--- src/rtl/bfnr_pkg.sv ---
// ----------------------------------------------------------------------------
// bfnr_pkg
// Shared types, constants and helper functions of the burst framer with
// preamble and tail insertion and NRZ mapping.
// ----------------------------------------------------------------------------
package bfnr_pkg;

    localparam int MAX_PREAMBLE = 8;
    localparam int MAX_TAIL     = 8;
    localparam int MAX_INTERP   = 3;
    localparam int MAX_ZERO_PAD = 4;

    localparam int BYTE_W    = 8;
    localparam int SAMPLE_W  = 9;
    localparam int INTERP_W  = 2;
    localparam int PAD_W     = 3;
    localparam int LEN_W     = 4;
    localparam int SYMS_W    = 64;
    localparam int CNT_W     = 2;
    localparam int SYM_IDX_W = 3;
    localparam int CFG_IDX_W = 3;

    // Configuration register indexes.
    localparam logic [CFG_IDX_W-1:0] REG_NRZ_MODE         = 3'd0;
    localparam logic [CFG_IDX_W-1:0] REG_INTERP_FACTOR    = 3'd1;
    localparam logic [CFG_IDX_W-1:0] REG_ZERO_PAD_COUNT   = 3'd2;
    localparam logic [CFG_IDX_W-1:0] REG_PREAMBLE_SYMBOLS = 3'd3;
    localparam logic [CFG_IDX_W-1:0] REG_PREAMBLE_LENGTH  = 3'd4;
    localparam logic [CFG_IDX_W-1:0] REG_TAIL_SYMBOLS     = 3'd5;
    localparam logic [CFG_IDX_W-1:0] REG_TAIL_LENGTH      = 3'd6;

    typedef enum logic [2:0] {
        PH_IDLE,
        PH_PRE_ZERO,
        PH_PREAMBLE,
        PH_DATA,
        PH_TAIL,
        PH_POST_ZERO
    } phase_t;

    // Effective (saturated) configuration as seen by the sequencer.
    typedef struct packed {
        logic                nrz;
        logic [INTERP_W-1:0] interp;
        logic [PAD_W-1:0]    pad;
        logic [SYMS_W-1:0]   pre_syms;
        logic [LEN_W-1:0]    pre_len;
        logic [SYMS_W-1:0]   tail_syms;
        logic [LEN_W-1:0]    tail_len;
    } cfg_t;

    typedef struct packed {
        logic signed [SAMPLE_W-1:0] sample;
        logic                       last_of_item;
        logic                       last_of_burst;
    } samp_t;

    // Order of sections within one input item; empty sections are skipped.
    function automatic phase_t phase_after(
        input phase_t cur,
        input logic   first,
        input logic   last,
        input logic   pad_nz,
        input logic   pre_nz,
        input logic   tail_nz
    );
        phase_t nxt;
        nxt = PH_IDLE;
        case (cur)
            PH_IDLE:
            begin
                if (first && pad_nz)
                    nxt = PH_PRE_ZERO;
                else if (first && pre_nz)
                    nxt = PH_PREAMBLE;
                else
                    nxt = PH_DATA;
            end
            PH_PRE_ZERO:  nxt = pre_nz ? PH_PREAMBLE : PH_DATA;
            PH_PREAMBLE:  nxt = PH_DATA;
            PH_DATA:
            begin
                if (last && tail_nz)
                    nxt = PH_TAIL;
                else if (last && pad_nz)
                    nxt = PH_POST_ZERO;
                else
                    nxt = PH_IDLE;
            end
            PH_TAIL:      nxt = pad_nz ? PH_POST_ZERO : PH_IDLE;
            PH_POST_ZERO: nxt = PH_IDLE;
            default:      nxt = PH_IDLE;
        endcase
        return nxt;
    endfunction

    function automatic logic signed [SAMPLE_W-1:0] map_symbol(
        input logic              nrz,
        input logic [BYTE_W-1:0] b
    );
        logic signed [SAMPLE_W-1:0] s;
        if (nrz)
            s = (b != '0) ? SAMPLE_W'(1) : SAMPLE_W'(-1);
        else
            s = {1'b0, b};
        return s;
    endfunction

endpackage

--- src/rtl/burst_framer_nrz_repeat_top.sv ---
// ----------------------------------------------------------------------------
// burst_framer_nrz_repeat_top
// Burst framer: zero padding, preamble and tail insertion, symbol repetition
// and optional NRZ mapping of a byte stream into signed samples.
// ----------------------------------------------------------------------------
// The sequencer phase register and the output register lie between accepting
// an item and its first sample. Throughput: one sample per cycle from the
// shared sequencer unless out_stall holds it; the input stays stalled until
// the last of an item's samples is taken (interp_factor mid-burst, up to 59).
// Reset: asynchronous, active low; configuration returns to NRZ mode, repeat
// factor one, no padding, empty preamble and tail, and no burst in progress.
module burst_framer_nrz_repeat_top
    import bfnr_pkg::*;
(
    input  logic                       clk,
    input  logic                       rst_n,
    input  logic                       cfg_valid,
    output logic                       cfg_ready,
    input  logic [CFG_IDX_W-1:0]       cfg_index,
    input  logic [SYMS_W-1:0]          cfg_data,
    input  logic                       in_valid,
    output logic                       in_stall,
    input  logic [BYTE_W-1:0]          data_byte,
    input  logic                       last_byte,
    output logic                       out_valid,
    input  logic                       out_stall,
    output logic signed [SAMPLE_W-1:0] sample,
    output logic                       last_of_item,
    output logic                       last_of_burst
);

    cfg_t  cfg;
    samp_t emit;
    samp_t out_data;
    logic  emit_valid;
    logic  emit_take;
    logic  busy;
    logic  in_fire;

    assign cfg_ready = 1'b1;
    assign in_stall  = busy;
    assign in_fire   = in_valid && !busy;

    bfnr_cfg u_cfg (
        .clk      (clk),
        .rst_n    (rst_n),
        .wr_en    (cfg_valid && cfg_ready),
        .wr_index (cfg_index),
        .wr_data  (cfg_data),
        .cfg      (cfg)
    );

    bfnr_seq u_seq (
        .clk        (clk),
        .rst_n      (rst_n),
        .cfg        (cfg),
        .in_fire    (in_fire),
        .in_byte    (data_byte),
        .in_last    (last_byte),
        .busy       (busy),
        .emit_valid (emit_valid),
        .emit       (emit),
        .emit_take  (emit_take)
    );

    bfnr_outreg u_outreg (
        .clk        (clk),
        .rst_n      (rst_n),
        .emit_valid (emit_valid),
        .emit       (emit),
        .emit_take  (emit_take),
        .out_valid  (out_valid),
        .out_stall  (out_stall),
        .out_data   (out_data)
    );

    assign sample        = out_data.sample;
    assign last_of_item  = out_data.last_of_item;
    assign last_of_burst = out_data.last_of_burst;

endmodule

--- src/rtl/bfnr_cfg.sv ---
// ----------------------------------------------------------------------------
// bfnr_cfg
// Configuration register file with saturation of the sizes to the limits.
// ----------------------------------------------------------------------------
module bfnr_cfg
    import bfnr_pkg::*;
(
    input  logic                 clk,
    input  logic                 rst_n,
    input  logic                 wr_en,
    input  logic [CFG_IDX_W-1:0] wr_index,
    input  logic [SYMS_W-1:0]    wr_data,
    output cfg_t                 cfg
);

    logic                nrz_reg;
    logic [INTERP_W-1:0] interp_reg;
    logic [PAD_W-1:0]    pad_reg;
    logic [SYMS_W-1:0]   pre_syms_reg;
    logic [LEN_W-1:0]    pre_len_reg;
    logic [SYMS_W-1:0]   tail_syms_reg;
    logic [LEN_W-1:0]    tail_len_reg;

    always_ff @(posedge clk or negedge rst_n)
    begin
        if (!rst_n)
        begin
            nrz_reg       <= 1'b1;
            interp_reg    <= INTERP_W'(1);
            pad_reg       <= '0;
            pre_syms_reg  <= '0;
            pre_len_reg   <= '0;
            tail_syms_reg <= '0;
            tail_len_reg  <= '0;
        end
        else if (wr_en)
        begin
            case (wr_index)
                REG_NRZ_MODE:         nrz_reg       <= wr_data[0];
                REG_INTERP_FACTOR:    interp_reg    <= wr_data[INTERP_W-1:0];
                REG_ZERO_PAD_COUNT:   pad_reg       <= wr_data[PAD_W-1:0];
                REG_PREAMBLE_SYMBOLS: pre_syms_reg  <= wr_data;
                REG_PREAMBLE_LENGTH:  pre_len_reg   <= wr_data[LEN_W-1:0];
                REG_TAIL_SYMBOLS:     tail_syms_reg <= wr_data;
                REG_TAIL_LENGTH:      tail_len_reg  <= wr_data[LEN_W-1:0];
                default:
                begin
                end
            endcase
        end
    end

    always_comb
    begin
        cfg.nrz = nrz_reg;
        // A repeat factor of zero behaves as one.
        if (interp_reg == '0)
            cfg.interp = INTERP_W'(1);
        else if (interp_reg > INTERP_W'(MAX_INTERP))
            cfg.interp = INTERP_W'(MAX_INTERP);
        else
            cfg.interp = interp_reg;
        cfg.pad = (pad_reg > PAD_W'(MAX_ZERO_PAD)) ? PAD_W'(MAX_ZERO_PAD) : pad_reg;
        cfg.pre_syms = pre_syms_reg;
        cfg.pre_len = (pre_len_reg > LEN_W'(MAX_PREAMBLE)) ?
                      LEN_W'(MAX_PREAMBLE) : pre_len_reg;
        cfg.tail_syms = tail_syms_reg;
        cfg.tail_len = (tail_len_reg > LEN_W'(MAX_TAIL)) ?
                       LEN_W'(MAX_TAIL) : tail_len_reg;
    end

endmodule

--- src/rtl/bfnr_seq.sv ---
// ----------------------------------------------------------------------------
// bfnr_seq
// Sample sequencer: walks pad, preamble, data, tail and pad sections with one
// repeat counter; preamble and tail share one symbol counter and byte shifter.
// ----------------------------------------------------------------------------
module bfnr_seq
    import bfnr_pkg::*;
(
    input  logic              clk,
    input  logic              rst_n,
    input  cfg_t              cfg,
    input  logic              in_fire,
    input  logic [BYTE_W-1:0] in_byte,
    input  logic              in_last,
    output logic              busy,
    output logic              emit_valid,
    output samp_t             emit,
    input  logic              emit_take
);

    phase_t                 phase_reg, phase_next;
    logic                   mid_burst_reg, mid_burst_next;
    logic [CNT_W-1:0]       cnt_reg, cnt_next;
    logic [SYM_IDX_W-1:0]   sym_reg, sym_next;
    logic [SYMS_W-1:0]      shift_reg, shift_next;
    logic [BYTE_W-1:0]      byte_reg, byte_next;
    logic                   last_reg, last_next;
    logic                   first_reg, first_next;

    logic                   pad_nz, pre_nz, tail_nz;
    logic                   rep_done, zero_done, sym_last, phase_done;
    phase_t                 after_ph, start_ph;
    logic [BYTE_W-1:0]      cur_byte;
    logic [LEN_W-1:0]       cur_len;

    always_ff @(posedge clk or negedge rst_n)
    begin
        if (!rst_n)
        begin
            phase_reg     <= PH_IDLE;
            mid_burst_reg <= 1'b0;
        end
        else
        begin
            phase_reg     <= phase_next;
            mid_burst_reg <= mid_burst_next;
        end
    end

    always_ff @(posedge clk)
    begin
        cnt_reg   <= cnt_next;
        sym_reg   <= sym_next;
        shift_reg <= shift_next;
        byte_reg  <= byte_next;
        last_reg  <= last_next;
        first_reg <= first_next;
    end

    always_comb
    begin
        pad_nz  = (cfg.pad != '0);
        pre_nz  = (cfg.pre_len != '0);
        tail_nz = (cfg.tail_len != '0);

        cur_byte  = (phase_reg == PH_DATA) ? byte_reg : shift_reg[BYTE_W-1:0];
        cur_len   = (phase_reg == PH_TAIL) ? cfg.tail_len : cfg.pre_len;
        rep_done  = (cnt_reg == cfg.interp - INTERP_W'(1));
        zero_done = ({1'b0, cnt_reg} == cfg.pad - PAD_W'(1));
        sym_last  = ({1'b0, sym_reg} == cur_len - LEN_W'(1));

        case (phase_reg)
            PH_PRE_ZERO, PH_POST_ZERO: phase_done = zero_done;
            PH_PREAMBLE, PH_TAIL:      phase_done = rep_done && sym_last;
            PH_DATA:                   phase_done = rep_done;
            default:                   phase_done = 1'b0;
        endcase

        after_ph = phase_after(phase_reg, first_reg, last_reg, pad_nz, pre_nz, tail_nz);
        start_ph = phase_after(PH_IDLE, !mid_burst_reg, in_last, pad_nz, pre_nz, tail_nz);

        busy       = (phase_reg != PH_IDLE);
        emit_valid = busy;
        if (phase_reg == PH_PRE_ZERO || phase_reg == PH_POST_ZERO)
            emit.sample = '0;
        else
            emit.sample = map_symbol(cfg.nrz, cur_byte);
        emit.last_of_item  = phase_done && (after_ph == PH_IDLE);
        emit.last_of_burst = phase_done && (after_ph == PH_IDLE) && last_reg;

        phase_next     = phase_reg;
        mid_burst_next = mid_burst_reg;
        cnt_next       = cnt_reg;
        sym_next       = sym_reg;
        shift_next     = shift_reg;
        byte_next      = byte_reg;
        last_next      = last_reg;
        first_next     = first_reg;

        if (!busy)
        begin
            if (in_fire)
            begin
                phase_next     = start_ph;
                mid_burst_next = 1'b1;
                cnt_next       = '0;
                sym_next       = '0;
                shift_next     = cfg.pre_syms;
                byte_next      = in_byte;
                last_next      = in_last;
                first_next     = !mid_burst_reg;
            end
        end
        else if (emit_take)
        begin
            if (phase_done)
            begin
                phase_next = after_ph;
                cnt_next   = '0;
                sym_next   = '0;
                // The shifter is reloaded for whichever symbol section comes next.
                shift_next = (after_ph == PH_TAIL) ? cfg.tail_syms : cfg.pre_syms;
                if (after_ph == PH_IDLE && last_reg)
                    mid_burst_next = 1'b0;
            end
            else if ((phase_reg == PH_PREAMBLE || phase_reg == PH_TAIL) && rep_done)
            begin
                cnt_next   = '0;
                sym_next   = sym_reg + SYM_IDX_W'(1);
                shift_next = shift_reg >> BYTE_W;
            end
            else if (phase_reg == PH_DATA && rep_done)
            begin
                cnt_next = '0;
            end
            else
            begin
                cnt_next = cnt_reg + CNT_W'(1);
            end
        end
    end

    a_burst_implies_item: assert property (@(posedge clk) disable iff (!rst_n)
        emit_valid && emit.last_of_burst |-> emit.last_of_item)
        else $error("last_of_burst without last_of_item");

    a_item_end_idles: assert property (@(posedge clk) disable iff (!rst_n)
        emit_valid && emit_take && emit.last_of_item |=> phase_reg == PH_IDLE)
        else $error("sequencer still busy after the last sample of an item");

    a_burst_end_clears: assert property (@(posedge clk) disable iff (!rst_n)
        emit_valid && emit_take && emit.last_of_burst |=> !mid_burst_reg)
        else $error("burst still open after its last sample");

endmodule

--- src/rtl/bfnr_outreg.sv ---
// ----------------------------------------------------------------------------
// bfnr_outreg
// Output register: holds one sample until the downstream side takes it.
// ----------------------------------------------------------------------------
module bfnr_outreg
    import bfnr_pkg::*;
(
    input  logic  clk,
    input  logic  rst_n,
    input  logic  emit_valid,
    input  samp_t emit,
    output logic  emit_take,
    output logic  out_valid,
    input  logic  out_stall,
    output samp_t out_data
);

    logic  valid_reg, valid_next;
    samp_t data_reg, data_next;
    logic  load;

    always_ff @(posedge clk or negedge rst_n)
    begin
        if (!rst_n)
            valid_reg <= 1'b0;
        else
            valid_reg <= valid_next;
    end

    always_ff @(posedge clk)
    begin
        data_reg <= data_next;
    end

    always_comb
    begin
        // The register may be refilled whenever it is empty or being drained.
        load       = !valid_reg || !out_stall;
        emit_take  = emit_valid && load;
        valid_next = load ? emit_valid : valid_reg;
        data_next  = emit_take ? emit : data_reg;
        out_valid  = valid_reg;
        out_data   = data_reg;
    end

endmodule
--- config.mk ---
export PLATFORM = sky130hd
export DESIGN_NAME = burst_framer_nrz_repeat_top
export DESIGN_NICKNAME = d
export VERILOG_FILES = /design/src/rtl/bfnr_pkg.sv /design/src/rtl/burst_framer_nrz_repeat_top.sv /design/src/rtl/bfnr_cfg.sv /design/src/rtl/bfnr_seq.sv /design/src/rtl/bfnr_outreg.sv
export SDC_FILE = /design/constraint.sdc
export NUM_CORES = 1
export LEC_CHECK = 0
export BUFFER_PORTS_ARGS = -buffer_cell sky130_fd_sc_hd__buf_2
export CORE_UTILIZATION = 59
export DETAILED_ROUTE_END_ITERATION = 7
export PLACE_DENSITY = 0.82
export SLEW_MARGIN = 20
export SYNTH_ARGS = -nofsm -noshare
export SYNTH_HDL_FRONTEND = slang
export SYNTH_SLANG_ARGS = --single-unit
export TNS_END_PERCENT = 5
--- constraint.sdc ---
create_clock -name clk -period 8.3 [get_ports clk]
set_input_delay 1.66 -clock clk [delete_from_list [all_inputs] [get_ports clk]]
set_output_delay 1.66 -clock clk [all_outputs]
set_load 0.02 [all_outputs]
# Yosys cells after proc, flatten, opt, wreduce, memory -nomap -nowiden
# Cells that the tools add are included.
dict set report op_classes {
  add_sub_neg 5
  magnitude_cmp 4
  n_eq_ne 19
  muxes 45
  n_bitwise 2
  reduce_logical 46
}
# operator count
set ops {}
lappend ops {{$mux 64} 6}
lappend ops {{$mux 3} 15}
lappend ops {{$eq 3x3->1 const B} 6}
lappend ops {{$reduce_and 2->1} 9}
lappend ops {{$mux 2} 8}
lappend ops {{$mux 8} 2}
lappend ops {{$pmux 3 s5} 1}
lappend ops {{$logic_and 1x1->1} 14}
lappend ops {{$eq 3x2->1 const B} 4}
lappend ops {{$mux 4} 3}
lappend ops {{$logic_not 3->1} 3}
lappend ops {{$mux 9} 1}
lappend ops {{$gt 4x4->1 const B} 2}
lappend ops {{$mux 1} 8}
lappend ops {{$reduce_bool 4->1} 2}
lappend ops {{$reduce_bool 8->1} 1}
lappend ops {{$eq 3x1->1 const B} 2}
lappend ops {{$reduce_and 3->1} 2}
lappend ops {{$reduce_bool 3->1} 2}
lappend ops {{$reduce_or 2->1} 3}
lappend ops {{$eq 3x4->1} 1}
lappend ops {{$logic_not 1->1} 4}
lappend ops {{$ne 2x1->1 const B} 2}
lappend ops {{$reduce_and 4->1} 1}
lappend ops {{16 further kinds} 19}
dict set report word_totals {
  ff_bits 237
  inputBits 81
  output_inout_bits 14
  wordCells 141
}

# Longest topological paths before layout
dict set report logic_depth {
  ltp_word 13
  ltp_mapped 12
}

# Modules after synthesis
# Synthesis repeated with hierarchy kept, for this count alone.
dict set report unflattened {
  hier_cells 764
  hier_area_um2 11096.9
}
# module instances cells_each area_each_um2
set by_module_without_submodules {}
lappend by_module_without_submodules {bfnr_cfg 1 319 6019.5}
lappend by_module_without_submodules {bfnr_seq 1 428 4678.2}
lappend by_module_without_submodules {bfnr_outreg 1 14 374.1}
lappend by_module_without_submodules {burst_framer_nrz_repeat_top 1 3 25.0}

# Worst setup path before layout
# Ideal clock, no wire load.
dict set report synth_timing {
  path_type {input to register}
  from {input out_stall}
  to {register u_seq.shift_reg[0], enable pin}
  setup_ns 0.492
  t_arrival_ns 5.392
  slack_ns 2.416
  path_stages 3
  path_cell_list {a21oi_1 nor2_1 nor2_1}
}
dict set report synth_via {
  elab_chain_len 5
}
# item line_no
set synth_rtl {}
lappend synth_rtl {{start: declaration} burst_framer_nrz_repeat_top.sv:26} ;# input logic out_stall,
lappend synth_rtl {{$logic_not 1->1} bfnr_outreg.sv:38} ;# load = !valid_reg || !out_stall;
lappend synth_rtl {{$logic_or 1x1->1} bfnr_outreg.sv:38}
lappend synth_rtl {{$logic_and 1x1->1} bfnr_outreg.sv:39} ;# emit_take = emit_valid && load;
lappend synth_rtl {{$ne 2x2->1 (no line)} -}
lappend synth_rtl {{$reduce_and 3->1 (no line)} -}
lappend synth_rtl {{end signal: assignment} bfnr_seq.sv:54} ;# shift_reg <= shift_next;
lappend synth_rtl {{end: declaration} bfnr_seq.sv:25} ;# logic [SYMS_W-1:0] shift_reg, shift_next;
# No other way between the ends.
# A chain may end at the register's enable or synchronous reset.

# Worst setup path after layout
dict set report layout_timing {
  from {register u_seq.phase_reg[1]}
  to {output in_stall}
}
dict set report layout_via {
  elab_chain_len 1
}
# item line_no
set layout_rtl {}
lappend layout_rtl {{start: declaration} bfnr_seq.sv:21} ;# phase_t phase_reg, phase_next;
lappend layout_rtl {{start signal: assignment} bfnr_seq.sv:45} ;# phase_reg <= phase_next;
lappend layout_rtl {{$reduce_bool 3->1} bfnr_seq.sv:82} ;# busy = (phase_reg != PH_IDLE);
lappend layout_rtl {{end: declaration} burst_framer_nrz_repeat_top.sv:22} ;# output logic in_stall,
# No other way between the ends.

==> impl_summary.md <==
Layout
The area growth from synthesis to layout is 14.5%. The final cell count without fillers is 1061. The cell area after layout is 11500 sq um. The antenna diode instance count is 0. The number of filler instances in the final layout is 1123.

The most common cell after layout, fill and taps aside is sky130_fd_sc_hd__dfrtp_1. The final layout contains 906 nets. In the layout the commonest cells are 145 x sky130_fd_sc_hd__dfrtp_1, 141 x sky130_fd_sc_hd__mux2_2, 92 x sky130_fd_sc_hd__buf_2. In the final layout, the share of cells above drive strength 1 is around a third.

Power
The largest vdd supply drop is 0.214 mV. The cell leakage power is 4.72 nW. The completed layout was analyzed and its total power is 0.00371 W. Power spread over the standard cell area amounts to 323 nW/um^2.

Floorplanning
For this design the top-level I/O count stands at 95. From left edge to right edge, the die measures 132 um. The initial core utilization is 60.4%. The floorplan core area is 16600 sq um. The die height is 132 um. The count of standard-cell rows is 47. The die footprint is between 15000 and 20000 sq um.

Place
The count of placed standard cells including taps is between 1000 and 1500. The HPWL after detailed placement is ~13 mm. Input and output buffers added on the ports amount to 93. The congestion estimate from routability-driven global placement came to 0.845.

The worst-case setup slack after placement is 4.09 ns. The placed instance area is approximately 11000 sq um.

Setup path
The path length in cells of the critical path is 3. The worst setup path is launched from a flip-flop. Tracing the worst setup path back leads to its startpoint at u_seq.phase_reg[1]$_DFFE_PN0P_. The total buffers and inverters traversed by the critical path is 2. The critical path goes through nor3_1 -> inv_1 -> buf_2.

STA classifies the critical path endpoint as an output pin. For this design, the slowest cell found on the critical path is sky130_fd_sc_hd__nor3_1. The reg2reg setup slack is 4.87 ns. The dominant delay contributor by cell family on the critical path is simple AND/OR/NAND/NOR gates. The maximum net fanout on the critical path is 16. Measured in cells, the most critical reg-to-reg path has a length of 8.

STA puts the critical path data required time at 6.64 ns. The launch instance of the worst register-to-register path is u_seq.phase_reg[1]$_DFFE_PN0P_. The data arrival time of the critical path is 2.15 ns.

The largest single stage delay on the critical path is 0.70 ns. The critical path is of the reg -> out type.

GRT
The pin count of the biggest net entering global routing is 120. The via count of the first global-routing pass is 6810. The number of antenna violations at the first check in global routing was 0. The global-route wire length before repair is 34.1 mm. After global routing the overflow that remains totals 0. Global routing used 24.5% of the available tracks.

Logic synthesis
Yosys mapped a number of flops with a built-in enable equal to 89. After Yosys synthesis, and, or, nand and nor cells account for under 10% of the synthesized area. For this run, the number of Yosys warnings is 0. The synthesized netlist devotes 0.525% of its cell area to XOR and XNOR gates. Of the synthesized area, sequential elements account for a little under two thirds. The average instance area after synthesis is approximately 14 sq um.

The number of distinct library cells after synthesis is 44. The number of nets produced by synthesis is ~830. The post-synthesis compound-gate area fraction is between 10% and 20%.

The share of cell area taken by muxes after synthesis is 17.1%. Counting every instance in the synthesized netlist gives roughly 740. Of all flip-flops after synthesis, the portion carrying an async set or reset was 62.3%.

By area, the combinational part of the netlist is dominated by multiplexers. After synthesis the netlist holds a flip-flop and latch count of 236. The synthesized-area fraction occupied by adder cells is 0.375%. The leading register cell type out of synthesis is sky130_fd_sc_hd__dfrtp_1.

The post-synthesis instance area is around 10000 sq um.

CTS
The clock transition at the registers of the reported paths is about 0.060 ns. The cell at the root of the clock tree is sky130_fd_sc_hd__clkbuf_16. No sink is reached through more buffers than the 3 on the longest clock path. The number of buffers created by CTS is 25. The quantity of hold-fixing buffers added after cts is 0. CTS built an H-tree with a depth of 1. The post-CTS setup-driven buffer insertion count is 0. After clock tree synthesis, the repair step resized 0 gates.

TritonCTS built the clock tree. At the later pin of the worst-skew pair, clock insertion delay measures 0.53 ns. The total clock sinks is 236.

Routing
The final wirelength is 20.6 mm. In the final routed layout, each cell accounts on average for 19.5 um. The DRC violation count after routing is 0. The detailed router placed between 6000 and 7000 vias in this run. The pre-antenna-repair detailed-routing pass consisted of 5 iterations. The number of violations reported at the end of detailed-routing iteration 0 is ~380. The number of nets with antenna violations after routing is 0.

Dividing the detail-routed via count by the number of cells gives 6.02.

Hold path
The worst hold path begins at u_cfg.pre_syms_reg[55]$_DFFE_PN0P_. Counting instances, the worst hold path has a depth of 1. The min-delay analysis places its worst path in the category reg -> reg.

STA
The final count of hold timing violations is 0. Setup violations remaining at the end of the flow were counted as 0. The time the final worst path needs with I/O delays and setup is 3.81 ns. For the pin with the worst max-slew slack, the measured transition is 0.955 ns.

Setup slack on the critical path of the routed design comes to approximately 4.5 ns. The total count of max-transition violations in the final report is 0. The worst-case headroom to the max-slew limit is 36.3%.

The maximum clock skew at final layout is 0.00869 ns. In the finished design, the share of the clock period the worst path needs comes to 45.9%. Setup repair after global routing left no endpoint under its margin. Derived from the worst setup path, the maximum achievable clock frequency is roughly 260 MHz.

Adding up every negative setup slack in the final design gives 0 ns.

Outcome
The flow ran to the end, and the final reports show no timing, DRC or antenna violations.

Run
The max capacitance violation total is 0.
where the power goes:
part,switching [W],leakage [nW],internal [W]
Clock,0.000454,0.401,0.000632
Sequential,0.000161,2.58,0.00158
Combinational,0.000508,1.74,0.000371
Total,0.00112,4.72,0.00258
per-stage QoR:
stage               hold slack (ns)  utilization, %
finish                        0.505            69.1
global route                  0.509            69.1
CTS                           0.507            69.0
detailed placement            0.493            64.2
global placement              0.488            64.2
floorplan                     0.480               -
worst reg2reg max path, cell delays in order, from the launching register on:
cell,delay [ns]
sky130_fd_sc_hd__dfrtp_1,0.54
sky130_fd_sc_hd__or3b_1,0.55
sky130_fd_sc_hd__mux2i_1,0.23
sky130_fd_sc_hd__xor2_1,0.20
sky130_fd_sc_hd__mux2i_1,0.31
sky130_fd_sc_hd__a211o_4,0.19
sky130_fd_sc_hd__buf_6,0.57
sky130_fd_sc_hd__and2_1,0.50
sky130_fd_sc_hd__a22o_1,0.20
layer usage:
metal	up-vias	track usage (%)	wire (um)
li1	2905	-	-
met1	3227	30.2	8290
met2	203	43.2	10900
met3	49	4.50	1010
met4	0	8.88	476
met5	-	0	0
synthesized netlist by cell type, types with 5 or more instances:
| master | count | share of area, % |
|---|---|---|
| sky130_fd_sc_hd__edfxtp_1 | 89 | 27 |
| sky130_fd_sc_hd__nor2_1 | 68 | 2.5 |
| sky130_fd_sc_hd__nor3b_1 | 5 | 0.38 |
| sky130_fd_sc_hd__a21oi_1 | 64 | 3.2 |
| sky130_fd_sc_hd__nor4_1 | 5 | 0.31 |
| sky130_fd_sc_hd__nand2b_1 | 8 | 0.50 |
| sky130_fd_sc_hd__a22oi_1 | 56 | 4.2 |
| sky130_fd_sc_hd__nor3_1 | 5 | 0.25 |
| sky130_fd_sc_hd__clkbuf_1 | 28 | 1.0 |
| sky130_fd_sc_hd__a31oi_1 | 5 | 0.31 |
| sky130_fd_sc_hd__mux2_2 | 141 | 16 |
| sky130_fd_sc_hd__inv_1 | 8 | 0.30 |
| sky130_fd_sc_hd__dfrtp_1 | 145 | 36 |
| sky130_fd_sc_hd__and2_1 | 5 | 0.31 |
| sky130_fd_sc_hd__nand2_1 | 14 | 0.52 |
| sky130_fd_sc_hd__o21ai_0 | 14 | 0.70 |
| sky130_fd_sc_hd__buf_2 | 17 | 0.85 |
| sky130_fd_sc_hd__a22o_1 | 8 | 0.70 |
| sky130_fd_sc_hd__mux2i_1 | 12 | 1.2 |
final cells by class:
type	count	area [sq um]	share of cell area, %
tap	220	275	2.40
clock buffer	31	658	5.74
inverter	8	30.0	0.262
timing repair buffer	100	528	4.61
sequential	236	6350	55.5
clock inverter	15	151	1.32
multi-input combinational	451	3460	30.2
worst paths after layout:
kind | to
setup / recovery | in_stall
hold / removal | u_cfg.pre_syms_reg[55]$_DFFE_PN0P_
setup reg to reg | u_seq.shift_reg[58]$_DFFE_PP_
hold reg to reg | u_cfg.pre_syms_reg[55]$_DFFE_PN0P_
max in group asynchronous | u_cfg.tail_syms_reg[55]$_DFFE_PN0P_
min in group asynchronous | u_cfg.pre_syms_reg[34]$_DFFE_PN0P_
cell families (layout without fill, tap and decap cells):
| logic type | after synthesis | in the layout |
|---|---|---|
| AO/OA/AOI/OAI | 161 | 161 |
| XOR/XNOR | 6 | 6 |
| flip-flops | 236 | 236 |
| AND/OR/NAND/NOR | 127 | 127 |
| other | 1 | 1 |
| buffers and inverters | 54 | 154 |
| multiplexers | 153 | 153 |
| adder cells (fa/ha/maj) | 3 | 3 |
No activity file was read; power rests on OpenSTA's default activity.
